==> config.mk <==
export PLATFORM = sky130hd
export DESIGN_NAME = rgb_to_hsv_converter_top
export DESIGN_NICKNAME = d
export VERILOG_FILES = /design/src/hw/rtl/rhc_pkg.sv /design/src/hw/rtl/rhc_prep.sv /design/src/hw/rtl/rhc_cell.sv /design/src/hw/rtl/rgb_to_hsv_converter_top.sv
export SDC_FILE = /design/constraint.sdc
export NUM_CORES = 2
export LEC_CHECK = 0
export ABC_CLOCK_PERIOD_IN_PS = 8700
export BUFFER_PORTS_ARGS = -buffer_cell sky130_fd_sc_hd__buf_4
export CAP_MARGIN = 20
export CELL_PAD_IN_SITES_DETAIL_PLACEMENT = 0
export CELL_PAD_IN_SITES_GLOBAL_PLACEMENT = 1
export CORE_MARGIN = 1
export CORE_UTILIZATION = 45
export CTS_CLUSTER_DIAMETER = 50
export DETAILED_ROUTE_END_ITERATION = 16
export GPL_TIMING_DRIVEN = 0
export PLACE_DENSITY = 0.69
export SYNTH_ARGS = -nofsm -noshare
export SYNTH_HDL_FRONTEND = slang
export SYNTH_SLANG_ARGS = --single-unit
==> constraint.sdc <==
create_clock -name clock -period 8.7 [get_ports clock]
set_clock_uncertainty 0.1 [all_clocks]
set_input_delay 0.87 -clock clock [delete_from_list [all_inputs] [get_ports clock]]
set_output_delay 0.87 -clock clock [all_outputs]
set_load 0.05 [all_outputs]
==> src/hw/rtl/rhc_pkg.sv <==
`timescale 1ns / 1ps
`default_nettype none

package rhc_pkg;

   localparam int ChanWidth       = 8;
   localparam int HueWidth        = 15;
   localparam int PosWidth        = 11;
   localparam int HueDivWidth     = 23;
   localparam int SatDivWidth     = 16;
   localparam int DivSteps        = 15;
   localparam int HueUnitsPerSixth = 3840;
   localparam int FullScale       = 255;

   // one restoring divider lane: partial remainder, then the dividend bits still
   // to come sitting above the quotient bits already produced
   typedef struct packed {
      logic [ChanWidth-1:0] rem;
      logic [DivSteps-1:0]  bits;
      logic [ChanWidth-1:0] divisor;
   } div_lane_type;

   typedef struct packed {
      div_lane_type         hue;
      div_lane_type         sat;
      logic [ChanWidth-1:0] brightness;
   } cell_data_type;

   function automatic div_lane_type div_step(input div_lane_type lane);
      div_lane_type         res;
      logic [ChanWidth:0]   trial;
      logic [ChanWidth:0]   diff;
      logic                 q;
      res   = lane;
      trial = {lane.rem, lane.bits[DivSteps-1]};
      diff  = trial - {1'b0, lane.divisor};
      q     = (trial >= {1'b0, lane.divisor});
      // remainder stays below the divisor, so it always fits in ChanWidth bits
      res.rem  = q ? diff[ChanWidth-1:0] : trial[ChanWidth-1:0];
      res.bits = {lane.bits[DivSteps-2:0], q};
      return res;
   endfunction

endpackage

`default_nettype wire

==> src/hw/rtl/rhc_prep.sv <==
`timescale 1ns / 1ps
`default_nettype none

module rhc_prep (
   input  wire                         clock,
   input  wire                         reset,
   input  wire                         in_valid,
   output logic                        in_ready,
   input  wire [rhc_pkg::ChanWidth-1:0] red,
   input  wire [rhc_pkg::ChanWidth-1:0] green,
   input  wire [rhc_pkg::ChanWidth-1:0] blue,
   output logic                        out_valid,
   input  wire                         out_ready,
   output rhc_pkg::cell_data_type      out_data
);

   logic                              valid_ff;
   rhc_pkg::cell_data_type            data_ff;
   rhc_pkg::cell_data_type            data_in;

   logic [rhc_pkg::ChanWidth-1:0]     hi;
   logic [rhc_pkg::ChanWidth-1:0]     lo;
   logic [rhc_pkg::ChanWidth-1:0]     delta;
   logic [rhc_pkg::PosWidth-1:0]      delta_w;
   logic [rhc_pkg::PosWidth-1:0]      pos;
   logic [rhc_pkg::HueDivWidth-1:0]   hue_div;
   logic [rhc_pkg::SatDivWidth-1:0]   sat_div;
   logic                              red_top;
   logic                              green_top;

   always_comb begin
      red_top   = (red >= green) && (red >= blue);
      green_top = !red_top && (green >= blue);
      hi = red_top ? red : (green_top ? green : blue);
      if ((red <= green) && (red <= blue)) begin
         lo = red;
      end else if (green <= blue) begin
         lo = green;
      end else begin
         lo = blue;
      end
      delta   = hi - lo;
      delta_w = rhc_pkg::PosWidth'(delta);

      // position in sixths of a turn, scaled by delta; intermediate wrap is harmless
      if (red_top) begin
         if (green >= blue) begin
            pos = rhc_pkg::PosWidth'(green) - rhc_pkg::PosWidth'(blue);
         end else begin
            pos = delta_w * rhc_pkg::PosWidth'(6)
                  - (rhc_pkg::PosWidth'(blue) - rhc_pkg::PosWidth'(green));
         end
      end else if (green_top) begin
         pos = delta_w * rhc_pkg::PosWidth'(2) + rhc_pkg::PosWidth'(blue)
               - rhc_pkg::PosWidth'(red);
      end else begin
         pos = delta_w * rhc_pkg::PosWidth'(4) + rhc_pkg::PosWidth'(red)
               - rhc_pkg::PosWidth'(green);
      end

      hue_div = rhc_pkg::HueDivWidth'(pos)
                * rhc_pkg::HueDivWidth'(rhc_pkg::HueUnitsPerSixth);
      sat_div = rhc_pkg::SatDivWidth'(delta)
                * rhc_pkg::SatDivWidth'(rhc_pkg::FullScale);

      // top dividend bits are already below the divisor since the quotient fits
      data_in.hue.rem  = hue_div[rhc_pkg::HueDivWidth-1:rhc_pkg::DivSteps];
      data_in.hue.bits = hue_div[rhc_pkg::DivSteps-1:0];
      // zero divisor only occurs with a zero dividend; dividing by one gives zero
      data_in.hue.divisor = (delta == '0) ? rhc_pkg::ChanWidth'(1) : delta;
      data_in.sat.rem  = rhc_pkg::ChanWidth'(sat_div[rhc_pkg::SatDivWidth-1:rhc_pkg::DivSteps]);
      data_in.sat.bits = sat_div[rhc_pkg::DivSteps-1:0];
      data_in.sat.divisor = (hi == '0) ? rhc_pkg::ChanWidth'(1) : hi;
      data_in.brightness  = hi;
   end

   assign in_ready  = !valid_ff || out_ready;
   assign out_valid = valid_ff;
   assign out_data  = data_ff;

   always_ff @(posedge clock) begin
      if (reset) begin
         valid_ff <= 1'b0;
      end else if (in_ready) begin
         valid_ff <= in_valid;
      end
      if (in_ready && in_valid) begin
         data_ff <= data_in;
      end
   end

endmodule

`default_nettype wire

==> src/hw/rtl/rhc_cell.sv <==
`timescale 1ns / 1ps
`default_nettype none

module rhc_cell (
   input  wire                    clock,
   input  wire                    reset,
   input  wire                    in_valid,
   output logic                   in_ready,
   input  rhc_pkg::cell_data_type in_data,
   output logic                   out_valid,
   input  wire                    out_ready,
   output rhc_pkg::cell_data_type out_data
);

   logic                   valid_ff;
   rhc_pkg::cell_data_type data_ff;
   rhc_pkg::cell_data_type data_in;

   // one quotient bit for both hue and saturation per cell
   always_comb begin
      data_in            = in_data;
      data_in.hue        = rhc_pkg::div_step(in_data.hue);
      data_in.sat        = rhc_pkg::div_step(in_data.sat);
   end

   assign in_ready  = !valid_ff || out_ready;
   assign out_valid = valid_ff;
   assign out_data  = data_ff;

   always_ff @(posedge clock) begin
      if (reset) begin
         valid_ff <= 1'b0;
      end else if (in_ready) begin
         valid_ff <= in_valid;
      end
      if (in_ready && in_valid) begin
         data_ff <= data_in;
      end
   end

endmodule

`default_nettype wire

==> src/hw/rtl/rgb_to_hsv_converter_top.sv <==
`timescale 1ns / 1ps
`default_nettype none
// RGB to HSV converter, one pixel per item.
// Input stream req_*: one RGB pixel per item, red in the low byte.
// Output stream rsp_*: hue in 1/64 degree, saturation (255 = 1.0) and value.
// Path from acceptance to rsp_tvalid: one stage
// finds max, min and the hue position and forms both dividends, then a row of
// 15 divider cells each produces one quotient bit of hue and of saturation.
// Throughput: one item per cycle while rsp_tready is high; each cell hands its
// item to the next when not stalled, and the last cell register holds the result.
// Stalls: each stage loads whenever it is empty or its successor takes its item,
// so bubbles are squeezed out and new pixels are still taken while a result waits
// on rsp_tready until the whole row is full.
// Reset clears all stage valid bits; the row is empty and req_tready is high
// right after reset.
// Grey pixels give hue 0; black pixels give hue 0 and saturation 0.

module rgb_to_hsv_converter_top (
   input  wire         clock,
   input  wire         reset,
   input  wire         req_tvalid,
   output logic        req_tready,
   input  wire  [23:0] req_tdata,   // red [7:0], green [15:8], blue [23:16]
   output logic        rsp_tvalid,
   input  wire         rsp_tready,
   output logic [31:0] rsp_tdata    // hue [14:0], saturation [22:15],
                                    // brightness [30:23], zero [31]
);

   logic                   valid_chain [rhc_pkg::DivSteps+1];
   logic                   ready_chain [rhc_pkg::DivSteps+1];
   rhc_pkg::cell_data_type data_chain  [rhc_pkg::DivSteps+1];

   rhc_prep u_prep (
      .clock     (clock),
      .reset     (reset),
      .in_valid  (req_tvalid),
      .in_ready  (req_tready),
      .red       (req_tdata[7:0]),
      .green     (req_tdata[15:8]),
      .blue      (req_tdata[23:16]),
      .out_valid (valid_chain[0]),
      .out_ready (ready_chain[0]),
      .out_data  (data_chain[0])
   );

   for (genvar i = 0; i < rhc_pkg::DivSteps; i++) begin : g_cell
      rhc_cell u_cell (
         .clock     (clock),
         .reset     (reset),
         .in_valid  (valid_chain[i]),
         .in_ready  (ready_chain[i]),
         .in_data   (data_chain[i]),
         .out_valid (valid_chain[i+1]),
         .out_ready (ready_chain[i+1]),
         .out_data  (data_chain[i+1])
      );
   end

   assign ready_chain[rhc_pkg::DivSteps] = rsp_tready;
   assign rsp_tvalid = valid_chain[rhc_pkg::DivSteps];
   assign rsp_tdata  = {1'b0,
                        data_chain[rhc_pkg::DivSteps].brightness,
                        data_chain[rhc_pkg::DivSteps].sat.bits[rhc_pkg::ChanWidth-1:0],
                        data_chain[rhc_pkg::DivSteps].hue.bits};

endmodule

`default_nettype wire

==> qor.csv <==
metric;value;unit
nets;4246;
cp_max_fo;10;
multi_input_area;17360;um^2
cts_num_sinks;921;
worst_pin_slew;0.9752;ns
worstSetupPathType;in -> reg;
clkTransAtPathRegs;0.06;ns
h-tree-depth;3;
postCtsHoldBufs;0;
antenna_left;0;
die_w;322.7;um
syn_nets;4001;
drt_iter0_drc;837;
rows;117;
final-instance-count-excl-fill;5213;
drive_gt1_share;16.23;%
maxSlewViolCount;0;
dr.pass1.iters;5;
fp.coreArea;101900;um^2
drv_cap;0;
syn_inst;3516;
crit_arrival;8.77;ns
vias;25580;
overflow;0;
setup_viol;0;
timing.hold.ws;0.3026;ns
critical-path-slowest-cell;fa_1;
root_buffer;clkbuf_16;
grt_usage;14.81;%
cts_buffers;102;
worstHoldPathType;reg -> reg;
drcViolationCount;0;
netlist_top_cells_area;edfxtp_1 59%, ha_1 9.9%, inv_1 4.2%;
grt_pass1_wl;124.3;mm
worst-path-buf-inv;5;
syn_area_per_cell;13.16;um^2
tritoncts;built;
antenna_found_initial;1;
ios;62;
initial_core_util;45.41;%
synth_warnings;0;
place_hpwl;58.32;mm
first_global_vias;25920;
clockBufferDepth;3;
wl_per_cell;14.69;um
synth_top_area_share;58.73;%
via_per_inst;4.906;
end_kind;flop;
max_stage_delay;0.55;ns
max_freq;118.2;MHz
synth-seq-cells;921;
drt_wl_total;76.60;mm
start_kind;primary input;
yosysSeqAreaShare;59.42;%
die_h;322.7;um
period_needed;8.459;ns
synth_cell_types;84;
syn_to_final_growth;15.84;%
fillers;8733;
mappedNetlistArea;46270;um^2
dpl.cell_count;4964;
yosys.area.top_type;edfxtp_1;
synth_ff_type;edfxtp_1;
die_area;104100;um^2
worstSkewPairLatency;0.66;ns
hold_viol_final;0;
seqCellArea;27500;um^2
crit_required;9.01;ns
async_flop_share;0;%
synth_edf_count;905;
antennaDiodeCount;0;
place_congestion;0.8729;
status;finished, final reports clean;
grt_max_degree;38;
relSlewSlack;34.49;%
cp_top_family;compound AO/OA/AOI/OAI gates;
port_buffers;59;
period_share;97.23;%
## through the flow
stage / util (%) / area (um^2) / setup slack, ns / TNS [ns]
after global placement: 47.57 / 48470 / -2.265 / -18.94
after floorplan: - / 46320 / 0.008052 / 0
after CTS: 51.77 / 52750 / 0.001550 / 0
final: 52.61 / 53600 / 0.2408 / 0
after detailed placement: 48.15 / 49060 / -2.246 / -18.40
after global routing: 52.61 / 53600 / -0.05010 / -0.05010
## Yosys cell counts (38+ instances only)
library cell    n
edfxtp_1      905
o21ai_0       190
xor2_1         50
ha_1          367
nand4_1        55
a21boi_0       84
nor2_1        320
inv_1         516
a21o_1         53
fa_1           90
mux2i_1        54
mux2_2        137
nor2b_1        83
nand2b_1       38
xnor2_1       103
nand2_1       109
a21oi_1       111
## worst paths after layout
path | start | to | slack, ns | cells past startpoint
worst max-delay path | req_tdata[15] | u_prep.out_data[69] | 0.24 | 35
worst min-delay path | g_cell[4].u_cell.out_data[5] | g_cell[5].u_cell.out_data[5] | 0.30 | 0
worst max register to register | g_cell[14].u_cell.out_valid | u_prep.out_data[57] | 4.72 | 9
worst min register to register | g_cell[4].u_cell.out_data[5] | g_cell[5].u_cell.out_data[5] | 0.30 | 0
## layer usage
layer	vias to the layer above	part of all wire [%]	GRT usage (%)
li1	12950	-	-
met1	12190	41	16.26
met2	299	53	28.35
met3	133	2.9	2.097
met4	0	3.2	6.003
met5	-	0	0
## cells in the final DEF, fill, tap and decap left out, types with 13 or more instances in the layout
master      netlist  final
a21boi_0         84     81
a21o_1           53     52
a21oi_1         111     90
a21oi_2           1     17
a311oi_1         27     27
buf_12            0     23
buf_4            36    154
clkbuf_1          9     28
clkbuf_16         0    104
clkinv_2          0     18
clkinvlp_4        0     16
dfxtp_1          16     16
edfxtp_1        905    905
fa_1             90     87
ha_1            367    346
ha_4              0     14
inv_1           516    500
mux2_2          137    136
mux2i_1          54     50
nand2_1         109    109
nand2b_1         38     38
nand3_1          21     20
nand4_1          55     55
nor2_1          320    317
nor2b_1          83     75
nor3_1           15     13
o21ai_0         190    174
xnor2_1         103     97
xor2_1           50     47
## layout make-up
class | count | share of cell area, %
Multi-Input combinational cell | 2024 | 32.39
Clock inverter | 59 | 1.062
Inverter | 519 | 3.704
Buffer | 50 | 0.7726
Timing Repair Buffer | 143 | 2.528
Tap cell | 1368 | 3.193
Clock buffer | 129 | 5.049
Sequential cell | 921 | 51.30
## timing repair
| action | CTS | global route |
|---|---|---|
| buffers inserted | 19 | 44 |
| setup endpoints to repair | 12 | 5 |
| resized for setup | 67 | 110 |
| pin swaps | 17 | 55 |
## state kept, by name (all words and copies together) (netlist names)
name / count
u_prep.out_valid: 1
g_cell.u_cell.out_data: 850
u_prep.out_data: 55
g_cell.u_cell.out_valid: 15
## kinds of logic (layout without fill, tap and decap cells)
family                     after synthesis  count (layout)  synth area share (%)
adders and majority gates              458             458                 13.84
DFF                                    921             921                 59.42
and+or+nand+nor                        672             672                 6.768
other                                    1               1              0.008104
xor gates and xnor gates               155             155                 2.966
buffers and inverters                  571             900                 4.954
muxes                                  193             193                 4.600
AOI/OAI and AO/OA                      545             545                 7.441
Power is left out: the tool's default activity adds up to more than one toggle a clock period on the data nets, which glitch-free logic cannot reach.
